<file path="config.mk">
export PLATFORM = sky130hd
export DESIGN_NAME = rmq_front
export DESIGN_NICKNAME = d
export VERILOG_FILES = /design/src/design/rmq_pkg.sv /design/src/design/rmq_front.sv
export SDC_FILE = /design/constraint.sdc
export NUM_CORES = 1
export LEC_CHECK = 0
export ABC_AREA = 0
export BUFFER_PORTS_ARGS = -buffer_cell sky130_fd_sc_hd__buf_2
export CAP_MARGIN = 5
export CORE_MARGIN = 3
export CORE_UTILIZATION = 27
export CTS_BUF_LIST = sky130_fd_sc_hd__clkbuf_4 sky130_fd_sc_hd__clkbuf_8
export CTS_CLUSTER_SIZE = 40
export DETAILED_ROUTE_END_ITERATION = 10
export GPL_ROUTABILITY_DRIVEN = 0
export PLACE_DENSITY = 0.41
export SYNTH_ARGS = -nofsm -noshare
export SYNTH_HDL_FRONTEND = slang
export SYNTH_SLANG_ARGS = --single-unit
</file>
<file path="constraint.sdc">
create_clock -name clk -period 1.3 [get_ports clk]
set_input_delay 0.13 -clock clk [delete_from_list [all_inputs] [get_ports clk]]
set_output_delay 0.13 -clock clk [all_outputs]
set_load 0.05 [all_outputs]
</file>
<file path="src/design/rmq_pkg.sv">
// Shared types for the rotation-matrix-to-quaternion converter.
// No dependencies; imported by the front stage, the top level and the checker.
package rmq_pkg;

    // Root branch: which component carries the square root.
    typedef enum logic [1:0] {
        BR_W,
        BR_X,
        BR_Y,
        BR_Z
    } br_t;

endpackage

</file>
<file path="src/design/rmq_front.sv">
// Front stage: trace, branch choice, root argument and off-diagonal sums, registered.
// Depends on rmq_pkg.
module rmq_front #(
    parameter int W   = 16,
    parameter int F   = 14,
    parameter int SAW = 19,
    parameter int AW  = 18,
    parameter int NW2 = 32
) (
    input  logic                        clk,
    input  logic                        rst_n,
    input  logic                        en,
    input  logic                        in_valid,
    input  logic signed [8:0][W-1:0]    m,
    output logic                        out_valid,
    output rmq_pkg::br_t                out_br,
    output logic                        out_degen,
    output logic [NW2-1:0]              out_rad,
    output logic signed [2:0][W:0]      out_s
);
    import rmq_pkg::*;

    localparam logic signed [SAW-1:0] ONE = SAW'(1) << F;

    logic signed [SAW-1:0] d [9];
    logic signed [SAW-1:0] t;
    logic signed [SAW-1:0] a;
    logic signed [SAW-1:0] s_yz;   // m12 - m21
    logic signed [SAW-1:0] s_zx;   // m20 - m02
    logic signed [SAW-1:0] s_xy;   // m01 - m10
    logic signed [SAW-1:0] p_xy;   // m01 + m10
    logic signed [SAW-1:0] p_xz;   // m02 + m20
    logic signed [SAW-1:0] p_yz;   // m12 + m21
    br_t                   br;
    logic                  degen;
    logic signed [2:0][W:0] s_sel;

    logic                   valid_reg;
    br_t                    br_reg;
    logic                   degen_reg;
    logic [NW2-1:0]         rad_reg;
    logic signed [2:0][W:0] s_reg;

    for (genvar i = 0; i < 9; i++) begin : g_ext
        assign d[i] = {{(SAW-W){m[i][W-1]}}, m[i]};
    end

    assign t    = d[0] + d[4] + d[8];
    assign s_yz = d[5] - d[7];
    assign s_zx = d[6] - d[2];
    assign s_xy = d[1] - d[3];
    assign p_xy = d[1] + d[3];
    assign p_xz = d[2] + d[6];
    assign p_yz = d[5] + d[7];

    always_comb
    begin
        priority if (t > 0)
        begin
            br = BR_W;
            a  = t + ONE;
        end
        else if (d[0] >= d[4] && d[0] >= d[8])
        begin
            br = BR_X;
            a  = ONE + d[0] - d[4] - d[8];
        end
        else if (d[4] > d[8])
        begin
            br = BR_Y;
            a  = ONE + d[4] - d[0] - d[8];
        end
        else
        begin
            br = BR_Z;
            a  = ONE + d[8] - d[0] - d[4];
        end
    end

    assign degen = (a <= 0);

    // Lanes fill the three non-root components in x, y, z, w order.
    always_comb
    begin
        unique case (br)
            BR_W:
            begin
                s_sel[0] = s_yz[W:0];
                s_sel[1] = s_zx[W:0];
                s_sel[2] = s_xy[W:0];
            end
            BR_X:
            begin
                s_sel[0] = p_xy[W:0];
                s_sel[1] = p_xz[W:0];
                s_sel[2] = s_yz[W:0];
            end
            BR_Y:
            begin
                s_sel[0] = p_xy[W:0];
                s_sel[1] = p_yz[W:0];
                s_sel[2] = s_zx[W:0];
            end
            default:
            begin
                s_sel[0] = p_xz[W:0];
                s_sel[1] = p_yz[W:0];
                s_sel[2] = s_xy[W:0];
            end
        endcase
    end

    always_ff @(posedge clk or negedge rst_n)
    begin
        if (!rst_n)
            valid_reg <= 1'b0;
        else if (en)
            valid_reg <= in_valid;
    end

    always_ff @(posedge clk)
    begin
        if (en)
        begin
            br_reg    <= br;
            degen_reg <= degen;
            // degenerate items still run through the root with a harmless radicand
            rad_reg   <= degen ? NW2'(1) : NW2'({a[AW-1:0], {F{1'b0}}});
            s_reg     <= s_sel;
        end
    end

    assign out_valid = valid_reg;
    assign out_br    = br_reg;
    assign out_degen = degen_reg;
    assign out_rad   = rad_reg;
    assign out_s     = s_reg;
endmodule

</file>
==> results.yml <==
placement:
  io_buffers: 221
  place_hpwl_mm: 49.4
  pre_cts_slack_ns: -3.16
  dp.cells: 3248
flow_run:
  drv_cap: 0
grt:
  antenna_found_initial: 1
  grt_max_degree: 41
  gr-usage-all-layers_pct: 19.1
  grt_pass1_vias: 15962
  grt-ovfl-total: 0
  grt_pass1_wl_mm: 88.3
routing:
  drt_iter0_drc: 777
  drt-pass1-iter-count: 6
  route.detailed.drc: 0
  ant_nets: 0
  via_per_inst: 4.61
  wl_per_cell_um: 17.4
  vias: 15263
  routed_wl_mm: 57.6
hold_path:
  hold_class: "in2async"
sta:
  worst_pin_slew_ns: 0.833
  fin_crit_ns: 3.87
  tns_ns: -176.15
  slew_headroom_pct: 43.8
  setup_viol: 72
  fin_ws_ns: -2.57
  rsz0062_at_grt: "true"
  drv_slew: 0
  timing.fmax_ghz: 0.258
  worst_clock_skew_ns: 0
  hold_slack_ns: 0.0458
  period_share_pct: 298
  final-hold-violation-count: 0
outcome:
  status: "finished, violations left"
  violations: "negative setup slack"
synthesis:
  syn_area_um2: 15100
  yosysWarnings: 0
  synth.most_common_cell: "ha_1"
  async_flop_share_pct: 1.37
  avgSynthCellArea_um2: 8.49
  ys_seq_area_share_pct: 14.5
  ys_ff_latch: 73
  synth_top_area_cell: "ha_1"
  synth_cells: 1776
  synth_edf_count: 72
  synth_flop_cell: "edfxtp_1"
  synthTopCellsByCount: "ha_1, inv_1, nor2_1"
  yosysUniqueCellTypes: 91
  synthTopCellsByArea: "ha_1, edfxtp_1, fa_1"
  yosysTopAreaCellShare_pct: 24.6
worst_setup_path:
  crit_path_end_kind: "flip-flop"
  rr_startpoint: "out_valid"
  reg2reg_to: "out_valid"
  arrival_ns: 3.99
  cp-start-kind: "input port"
  critPathRequiredTime_ns: 1.43
  path_max_fanout: 8
  r2r_cells: 1
  crit_type: "in2reg"
  r2r_slack_ns: 0.56
  cp-startpoint: "m[129]"
die:
  core_area_um2: 54600
  start_util_pct: 27.6
  die_w_um: 242
  die_area_um2: 58700
  io_pins: 235
  std_cell_rows: 85
  die_h_um: 242
clock_network:
  clk_latency_ns: 0.38
  cts_inserted_buffers: 9
  clkTransAtPathRegs_ns: 0.09
  cts_tree: "yes"
  cts.path.max_buffers: 2
  cts.htree.levels: 3
  cts_root_buf: "clkbuf_8"
  cts_sinks: 73
finish:
  instances_no_fill: 3313
  multi_input_comb_area_um2: 12600
  fillCellCount: 5541
  regArea_um2: 2190
  final_core_util_pct: 41.9
  finalNetCount: 3086
  area_growth_pct: 51.6
  layout-drive-gt1-share_pct: 38.7
pwr:
  p_per_area_nw_per_um2: 1190
  total_leakage_power_nw: 11.2
  ir_worst_vdd_mv: 0.569
registers in the layout (all words and copies together), names as in the netlist:
| register | cells |
|---|---|
| out_br | 2 |
| out_s | 51 |
| out_rad | 18 |
| out_degen | 1 |
| out_valid | 1 |
routing by layer:
layer / track usage (%) / part of all wire [%] / vias up
li1: - / - / 7706
met5: 0 / 0 / -
met2: 33.7 / 49 / 285
met1: 25.1 / 46 / 7227
met4: 4.54 / 2.0 / 0
met3: 1.87 / 3.5 / 45
critical path, cell delays in order:
cell and delay [ns]:
buf_6 0.10, fa_1 0.49, ha_2 0.22, fa_2 0.41, a21oi_2 0.17, buf_4 0.14
o211ai_1 0.10, a21boi_2 0.24, o31ai_4 0.09, buf_6 0.14, nor4b_4 0.26, nor3_2 0.10
nor4_4 0.37, a31oi_4 0.22, buf_8 0.20, bufbuf_16 0.26, a221oi_2 0.25, o2bb2ai_1 0.10
report_power, final:
group / total [W] / switching, W / leakage [nW] / internal [W]
Sequential: 0.00410 / 0.000510 / 0.714 / 0.00359
Clock: 0.00169 / 0.00101 / 0.0815 / 0.000671
Combinational: 0.0215 / 0.0118 / 10.4 / 0.00976
Total: 0.0273 / 0.0133 / 11.2 / 0.0140
layout make-up:
class	instances	area share (%)
Antenna cell	1	0.0109
Clock buffer	9	0.542
Clock inverter	7	0.164
Inverter	218	3.66
Multi-Input combinational cell	1427	55.1
Sequential cell	73	9.57
Tap cell	739	4.04
Timing Repair Buffer	839	26.9
repair_timing:
action                                 4_1_cts  5_1_grt
gates cloned                                 3        3
gates resized for setup                    104       96
hold buffers                                 2        0
setup endpoints to repair                   73       72
setup buffers                               25       23
pin swaps                                   37       64
endpoints found under the hold margin        2        0
placed cells by master, fill, tap and decap left out, types with 46 or more instances in the layout:
cell	netlist	routed
a21oi_1	118	104
buf_2	17	215
buf_4	14	576
edfxtp_1	72	72
fa_1	74	65
ha_1	296	275
inv_1	217	206
nand2_1	110	107
nor2_1	143	128
nor3_1	48	46
o21ai_0	86	59
xnor2_1	94	92
worst max-delay path by stage:
stage	to	cells past startpoint
final	out_s[19]	18
after global routing	out_s[19]	17
after CTS	out_s[37]	18
after detailed placement	out_s[40]	17
after global placement	out_s[40]	17
after floorplan	out_s[19]	19
per-stage QoR:
stage	cell area, µm²	total power [W]
2_1_floorplan	15300	0.0150
3_3_place_gp	21400	0.0230
3_5_place_dp	21400	0.0231
4_1_cts	22200	0.0262
5_1_grt	22900	0.0292
6_report	22900	0.0273
cell families after synthesis:
| kind of cell | Yosys count | synth area share, % |
|---|---|---|
| AND/OR/NAND/NOR | 450 | 14.3 |
| AO/OA/AOI/OAI | 426 | 19.0 |
| adder cells (fa/ha/maj) | 371 | 34.4 |
| buffers and inverters | 289 | 7.73 |
| XOR/XNOR | 128 | 7.43 |
| flip-flops | 73 | 14.5 |
| multiplexers | 38 | 2.56 |
| other | 1 | 0.0249 |
No activity file was read; power rests on OpenSTA's default activity.
