File: src/design/rmq_sqrt.sv
// Pipelined integer square root, two radicand bits per stage, with pass-along side data.
// No dependencies.
module rmq_sqrt #(
    parameter int NW2 = 32,
    parameter int SW  = 8
) (
    input  logic                clk,
    input  logic                rst_n,
    input  logic                en,
    input  logic                in_valid,
    input  logic [NW2-1:0]      in_rad,
    input  logic [SW-1:0]       in_side,
    output logic                out_valid,
    output logic [NW2/2-1:0]    out_root,
    output logic [SW-1:0]       out_side
);
    localparam int RW  = NW2 / 2;
    localparam int RMW = RW + 2;

    logic [RW-1:0]  v_reg;
    logic [RW-1:0]  root_reg [RW];
    logic [RMW-1:0] rem_reg  [RW];
    logic [NW2-1:0] rad_reg  [RW];
    logic [SW-1:0]  side_reg [RW];

    for (genvar k = 0; k < RW; k++) begin : g_stage
        logic           v_p;
        logic [RW-1:0]  root_p;
        logic [RMW-1:0] rem_p;
        logic [NW2-1:0] rad_p;
        logic [SW-1:0]  side_p;
        logic [RMW-1:0] cur;
        logic [RMW-1:0] trial;
        logic           ge;

        if (k == 0) begin : g_first
            assign v_p    = in_valid;
            assign root_p = '0;
            assign rem_p  = '0;
            assign rad_p  = in_rad;
            assign side_p = in_side;
        end else begin : g_next
            assign v_p    = v_reg[k-1];
            assign root_p = root_reg[k-1];
            assign rem_p  = rem_reg[k-1];
            assign rad_p  = rad_reg[k-1];
            assign side_p = side_reg[k-1];
        end

        assign cur   = {rem_p[RMW-3:0], rad_p[NW2-1 -: 2]};
        assign trial = {root_p, 2'b01};
        assign ge    = (cur >= trial);

        always_ff @(posedge clk or negedge rst_n)
        begin
            if (!rst_n)
                v_reg[k] <= 1'b0;
            else if (en)
                v_reg[k] <= v_p;
        end

        always_ff @(posedge clk)
        begin
            if (en)
            begin
                root_reg[k] <= {root_p[RW-2:0], ge};
                rem_reg[k]  <= ge ? (cur - trial) : cur;
                rad_reg[k]  <= {rad_p[NW2-3:0], 2'b00};
                side_reg[k] <= side_p;
            end
        end
    end

    assign out_valid = v_reg[RW-1];
    assign out_root  = root_reg[RW-1];
    assign out_side  = side_reg[RW-1];
endmodule

File: config.mk
export PLATFORM = sky130hd
export DESIGN_NAME = rmq_sqrt
export DESIGN_NICKNAME = d
export VERILOG_FILES = /design/src/design/rmq_sqrt.sv
export SDC_FILE = /design/constraint.sdc
export NUM_CORES = 1
export LEC_CHECK = 0
export ABC_AREA = 1
export CAP_MARGIN = 0
export CORE_ASPECT_RATIO = 1.4
export CORE_MARGIN = 2
export CORE_UTILIZATION = 55
export DETAILED_ROUTE_END_ITERATION = 8
export DONT_BUFFER_PORTS = 1
export HOLD_SLACK_MARGIN = 0.06
export PLACE_DENSITY = 0.73
export REMOVE_ABC_BUFFERS = 1
export SETUP_SLACK_MARGIN = 0.1
export SYNTH_ARGS = -nofsm -noshare
export SYNTH_HDL_FRONTEND = slang
export SYNTH_SLANG_ARGS = --single-unit
File: constraint.sdc
create_clock -name clk -period 2.6 [get_ports clk]
set_input_delay 0.26 -clock clk [delete_from_list [all_inputs] [get_ports clk]]
set_output_delay 0.26 -clock clk [all_outputs]
set_load 0.01 [all_outputs]
==> key figures, run 1 <==
Outcome
  • Outcome: finished with violations
  • Failing checks: hold timing, slew limit

Floorplanning
  • Std-Cell Rows: 110
  • Initial Util: 55.5%
  • Core footprint: 64300 um^2
  • Die width: 219 um
  • Die Ht: 305 um
  • Io pins: 69
  • Die Area: 67000 um^2

Global route
  • First-pass GRT wire length: 112000 um
  • Gr ovfl total: 0
  • Vias in the first global route: 23200
  • Total GRT Usage: 21.6%
  • Initial antenna violation count: 0
  • Largest net degree at the start of global routing: 759

Pwr
  • Power share of the sequential group: 50.5%
  • Int Power: 22.0 mW
  • Leakage Power: 17.5 nW
  • Switching part of the total power: 26.9%
  • Final total power: 30.1 mW
  • Comb power frac: 16.2%
  • NetSw: 8.11 mW
  • Max rail drop VDD: 0.000696 V
  • Power share of the clock group: 33.3%
  • Power Density: 764 nW/um^2

Place
  • Hpwl dp: 50900 um
  • Placer congestion estimate: 0.888
  • Cells after DPL: 4308
  • Dpl ws: 0.276 ns
  • Quantity of I/O buffers inserted on ports: 0

Drt
  • Drt pass-1 iters: 7
  • Per-cell routed wire length: 15.8 um
  • DRC marker count from the first detailed-route iteration: 1641
  • Detailed-route via count: 23200
  • ANT nets after route: 0
  • Vias/cell: 5.16
  • DRC Markers: 0
  • Total Routed Length: 71100 um

Synthesis
  • Flops & latches, synth: 744
  • Asr flop ratio synth: 2.15%
  • EDFF count, synth: 728
  • Main synth FF type: edfxtp_1
  • Distinct cell type count after synthesis: 50
  • Share of the synthesized area in the top cell type: 61.2%
  • Top post-synthesis cells by count: nand2_1 (1073), edfxtp_1 (728), inv_1 (593), nor2_1 (214), nand3_1 (193)
  • Yosys warning total: 0
  • Seq/Total Area, Yosys: 62.3%
  • Most frequent cell after synthesis: nand2_1
  • Synth top area cells: edfxtp_1 (61%), nand2_1 (11%), inv_1 (6.2%)
  • Cell area after synthesis: 35700 um^2
  • Syn Area/Cell: 10.2 um^2
  • Syn Inst Count: 3484
  • Post-synth top area cell: edfxtp_1

Worst setup path
  • CP most frequent cell: nand2_1
  • Critical Path RT: 2.96 ns
  • Critical path's largest stage delay: 0.40 ns
  • Flop2flop setup slack: 0.24 ns
  • Setup crit start kind: register
  • Crit-path max FO: 18
  • Arr. time, crit path: 2.72 ns
  • Critical path type: reg -> reg
  • Max stage delay cell, worst path: edfxtp_1
  • Worst Setup End Kind: register
  • Cell breakdown of the critical path: ha_1, nand2_1, nor3b_1, o21ai_2, nor2_4, nand2_4, nand2_1, o21ai_0

Timing
  • Setup WS post-layout: 0.238 ns
  • Min Hold Slack: -0.197 ns
  • Setup violators final: 0
  • Max Freq: 0.423 GHz
  • Slew HR: -49.6%
  • Skew final: 0.0249 ns
  • Setup Total Neg Slack: 0 ns
  • RSZ-0062 raised after global routing: no
  • Fin. Hold Viols: 29
  • Max-slew violation total from the final report: 372
  • Period Utilization, post-route: 90.9%
  • Final min period: 2.36 ns
  • Worst-Margin Slew: 2.24 ns

Clock tree
  • Clock latency on the worst-skew pair: 0.63 ns
  • CTS Hold Bufs: 55
  • CTS H-tree lvls: 3
  • Worst-path clk slew: 0.06 ns
  • Clk root buf: clkbuf_16
  • Post-CTS Setup Inserts: 0
  • CTS sink cnt: 744
  • CTS max path bufs: 3
  • Total CTS buffers: 73
  • CTS tree: done

Min path
  • Worst min-delay path class: in -> reg

Final layout
  • Fillers: 5215
  • Fin nets: 3794
  • Area growth from synthesis to layout: 10.4%
  • Layout cells sized above 1: 6.10%
  • Max FFs per register: 240
  • Ant diodes: 0
  • Post-route insts no fill: 4494

Run
  • Max_cap viols: 0
final timing paths:
path / from / to / cells past startpoint
setup / recovery: rem_reg[13][13] / rem_reg[14][1] / 8
hold / removal: en / rad_reg[0][13] / 0
setup reg to reg: rem_reg[13][13] / rem_reg[14][1] / 8
hold reg to reg: side_reg[8][0] / side_reg[9][0] / 0
max in group asynchronous: rst_n / g_stage[9].v_p / 1
min in group asynchronous: rst_n / out_valid / 1
routing by layer:
layer  part of all wire [%]  track usage (%)
met1                     34             20.1
met2                     56             42.2
met3                    2.9             3.41
met4                    6.5             13.9
met5                      0                0
through the flow:
step	util (%)	cell area, um^2
CTS	61.3	39400
finish	61.3	39400
detailed placement	56.9	36600
global route	61.3	39400
floorplan	-	35500
global placement	56.9	36600
power by group through the flow:
stage          logic (mW)  clock network (mW)  registers, mW
2_1_floorplan        3.60                   0           15.2
5_1_grt              5.55                10.7           15.3
3_5_place_dp         4.75                   0           15.4
4_1_cts              4.86                10.3           15.2
3_3_place_gp         4.68                   0           15.4
6_report             4.87                10.0           15.2
area by class of cell:
| class | instances | area (um^2) | area share [%] |
|---|---|---|---|
| Clock inverter | 42 | 349 | 0.886 |
| Multi-Input combinational cell | 2112 | 11000 | 27.8 |
| Tap cell | 840 | 1050 | 2.67 |
| Sequential cell | 744 | 22300 | 56.5 |
| Clock buffer | 89 | 1910 | 4.84 |
| Timing Repair Buffer | 65 | 626 | 1.59 |
| Inverter | 602 | 2270 | 5.75 |
timing repair:
action | 4_1_cts | 5_1_grt
setup endpoints to repair | 0 | 16
hold endpoints to repair | 665 | 123
gates resized for setup | 0 | 2
critical path, delay by kind of cell (launching register included):
| kind | cells | cell delay [ns] |
|---|---|---|
| AOI/OAI and AO/OA | 2 | 0.22 |
| adders and majority gates | 1 | 0.37 |
| DFF | 1 | 0.40 |
| and+or+nand+nor | 5 | 1.12 |
layout by cell type (no fill, tap or decap), drive strengths merged, types with 6 or more instances in the layout:
master       synthesis  final
nand2             1108   1108
edfxtp             728    728
inv                602    603
nor2               237    237
nand3              204    204
ha                 152    152
a21oi              114    114
clkbuf               3     89
o21ai               68     68
xor2                61     61
dlygate4sd3          0     55
nand4               47     47
nor3                35     35
clkinv               0     31
xnor2               22     22
nand3b              20     20
dfrtp               16     16
buf                 23     10
and2                10     10
o21bai               9      9
clkinvlp             0      6
cell families (layout without fill, tap and decap cells):
family,after synthesis,in the layout,share of synthesized area [%]
and+or+nand+nor,1674,1674,20.0
DFF,744,744,62.3
adders and majority gates,152,152,5.33
xor gates and xnor gates,83,83,2.04
other,1,1,0.0105
AOI/OAI and AO/OA,200,200,3.25
buffers and inverters,628,798,6.97
muxes,2,2,0.0631
No activity file was read; power rests on OpenSTA's default activity.
==> run 2, diff against run 1 <==
--- a/config.mk
+++ b/config.mk
@@ -13,7 +13,7 @@
 export DETAILED_ROUTE_END_ITERATION = 8
 export DONT_BUFFER_PORTS = 1
 export HOLD_SLACK_MARGIN = 0.06
-export PLACE_DENSITY = 0.73
+export PLACE_DENSITY = 0.7
 export REMOVE_ABC_BUFFERS = 1
 export SETUP_SLACK_MARGIN = 0.1
 export SYNTH_ARGS = -nofsm -noshare
==> run 2 against run 1 <==
The flow finishes with violations (hold timing, slew limit, setup timing). Clock power rose by 9%. Final cell count rose by 0.16%. Count of clock-buffer cells in the layout fell by 5. Worst setup slack got worse by 0.30 ns. Highest routed layer unchanged.
==> key figures, run 2 (synthesis results as in run 1) <==
Clock tree
  • CTS sink cnt: 744 (unchanged)
  • CTS tree: done
  • Worst-path clk slew: 0.06 ns (about the same)
  • Total CTS buffers: 72 (-1.4%)
  • Clk root buf: clkbuf_16
  • CTS Hold Bufs: 59 (+7.3%)
  • CTS H-tree lvls: 3 (unchanged)
  • CTS max path bufs: 3 (unchanged)
  • Clock latency on the worst-skew pair: 0.64 ns (about the same)

Place
  • Placer congestion estimate: 0.916 (+3.2%)
  • Hpwl dp: 51900 um (+1.9%)
  • Post-DP Area: 36600 um^2 (unchanged)
  • Quantity of I/O buffers inserted on ports: 0 (unchanged)

Floorplanning
  • Io pins: 69 (unchanged)
  • Initial Util: 55.5% (unchanged)
  • Die Area: 67000 um^2 (unchanged)
  • Core footprint: 64300 um^2 (unchanged)
  • Die Ht: 305 um (unchanged)
  • Die width: 219 um (unchanged)
  • Std-Cell Rows: 110 (unchanged)

Min path
  • Worst hold stages: 0 (unchanged)
  • Worst min-delay path class: in -> reg

Timing
  • Final min period: 2.66 ns (+0.296 ns)
  • Fin. Hold Viols: 83 (+190%)
  • Period Utilization, post-route: 102% (+11 points)
  • RSZ-0062 raised after global routing: no
  • Setup violators final: 2 (+2)
  • Setup WS post-layout: -0.0581 ns (-0.296 ns)
  • Max Freq: 0.376 GHz (-11%)
  • Max-slew violation total from the final report: 357 (-4.0%)
  • Slew HR: -57.9% (-8.3 points)
  • Worst-Margin Slew: 2.37 ns (+0.125 ns)
  • Min Hold Slack: -0.221 ns (-0.0242 ns)
  • Skew final: 0.0193 ns (-0.00557 ns)
  • Setup Total Neg Slack: -0.0867 ns (-0.0867 ns)

Worst setup path
  • Worst Setup End Kind: register
  • Cell breakdown of the critical path: nand2_1, dlygate4sd3_1, o21ai_0, dlygate4sd3_1
  • Critical path's largest stage delay: 0.65 ns (+0.25 ns)
  • Critical path type: in -> reg
  • Cell family with most CP delay: buffers and inverters
  • Crit path buffers/inverters: 2 (+2)
  • CP most frequent cell: dlygate4sd3_1
  • Arr. time, crit path: 3.17 ns (+0.45 ns)
  • Critical Path RT: 3.11 ns (+0.15 ns)
  • Reg2Reg Depth: 8 (unchanged)
  • Crit-path max FO: 758 (+740)
  • Stages on worst setup path: 4 (-4)
  • Setup crit start kind: input pin
  • Max stage delay cell, worst path: dlygate4sd3_1

Final layout
  • Reg area: 22300 um^2 (unchanged)
  • Fin nets: 3800 (+0.16%)
  • Layout cells sized above 1: 6.42% (+0.32 points)
  • Commonest non-fill, non-tap cell in the layout: nand2_1
  • Fillers: 5203 (-0.23%)
  • Max FFs per register: 240 (unchanged)
  • Ant diodes: 0 (unchanged)
  • Area growth from synthesis to layout: 11.2%
  • Fin area: 39700 um^2 (+0.75%)
  • Fin util: 61.8% (+0.46 points)
  • Most frequent cells in the layout: nand2_1 (1073), edfxtp_1 (728), inv_1 (592)
  • Multi-input gate area: 11000 um^2 (unchanged)

Drt
  • Drt pass-1 iters: 6 (-1)
  • Per-cell routed wire length: 16.0 um (+0.82%)
  • Detailed-route via count: 22900 (-1.3%)
  • Total Routed Length: 71800 um (+0.97%)
  • DRC marker count from the first detailed-route iteration: 1333 (-19%)
  • ANT nets after route: 0 (unchanged)
  • DRC Markers: 0 (unchanged)
  • Vias/cell: 5.08 (-1.5%)

Global route
  • Vias in the first global route: 23100 (-0.43%)
  • First-pass GRT wire length: 112000 um (about the same)
  • Gr ovfl total: 0 (unchanged)
  • Largest net degree at the start of global routing: 759 (unchanged)
  • Initial antenna violation count: 0 (unchanged)
  • Total GRT Usage: 21.7% (+0.11 points)

Outcome
  • Outcome: finished with violations
  • Failing checks: hold timing, slew limit, setup timing

Run
  • Max_cap viols: 0 (unchanged)

Pwr
  • Leakage Power: 17.7 nW (+0.84%)
  • Power Density: 783 nW/um^2 (+2.4%)
  • Max rail drop VDD: 0.000609 V (-12%)
==> run 2: cell type report <==
| type | instances | share of cell area (%) |
|---|---|---|
| Timing Repair Buffer | 71 | 1.71 |
| Clock buffer | 84 | 4.81 |
| Timing Repair inverter | 1 | 0.0126 |
| Sequential cell | 744 | 56.1 |
| Clock inverter | 47 | 1.46 |
| Multi-Input combinational cell | 2112 | 27.6 |
| Inverter | 602 | 5.71 |
| Tap cell | 840 | 2.65 |
==> run 2: per-stage QoR <==
| step | power, mW | setup WS (ns) | cells |
|---|---|---|---|
| final | 31.1 | -0.0581 | 4501 |
| after global routing | 32.5 | 0.113 | 4501 |
| after CTS | 31.3 | 0.178 | 4500 |
| after detailed placement | 20.2 | 0.0278 | 4308 |
| after global placement | 20.2 | 0.0416 | 4308 |
| after floorplan | 18.8 | 0.703 | 3458 |
==> run 2: worst paths after layout <==
path,startpoint,end,slack [ns]
min in group asynchronous,rst_n,g_stage[11].v_p,0.13
max,en,g_stage[1].v_p,-0.06
min reg2reg,side_reg[7][2],side_reg[8][2],0.41
min,en,rad_reg[0][11],-0.22
max reg2reg,rem_reg[13][13],rem_reg[14][13],0.26
max in group asynchronous,rst_n,g_stage[8].v_p,2.01
==> run 2: what timing repair did <==
action	4_1_cts	5_1_grt
cloned	0	1
resized for setup	0	2
pin swaps	1	0
setup endpoints to repair	5	16
endpoints found under the hold margin	602	373
setup buffers	2	0
==> run 2: metal layers <==
layer / track usage (%) / vias up / part of all wire [%]
met5: 0 / - / 0
met4: 13.9 / 0 / 6.4
li1: - / 11700 / -
met1: 20.1 / 10500 / 34
met3: 2.96 / 234 / 2.7
met2: 42.9 / 435 / 56
==> run 2: power by group <==
group	internal (mW)	leakage, nW	total [mW]	switching (mW)
sequential	14.6	7.20	15.2	0.585
clock	6.43	1.21	10.9	4.51
combinational	1.76	9.24	4.93	3.18
total	22.8	17.7	31.1	8.28
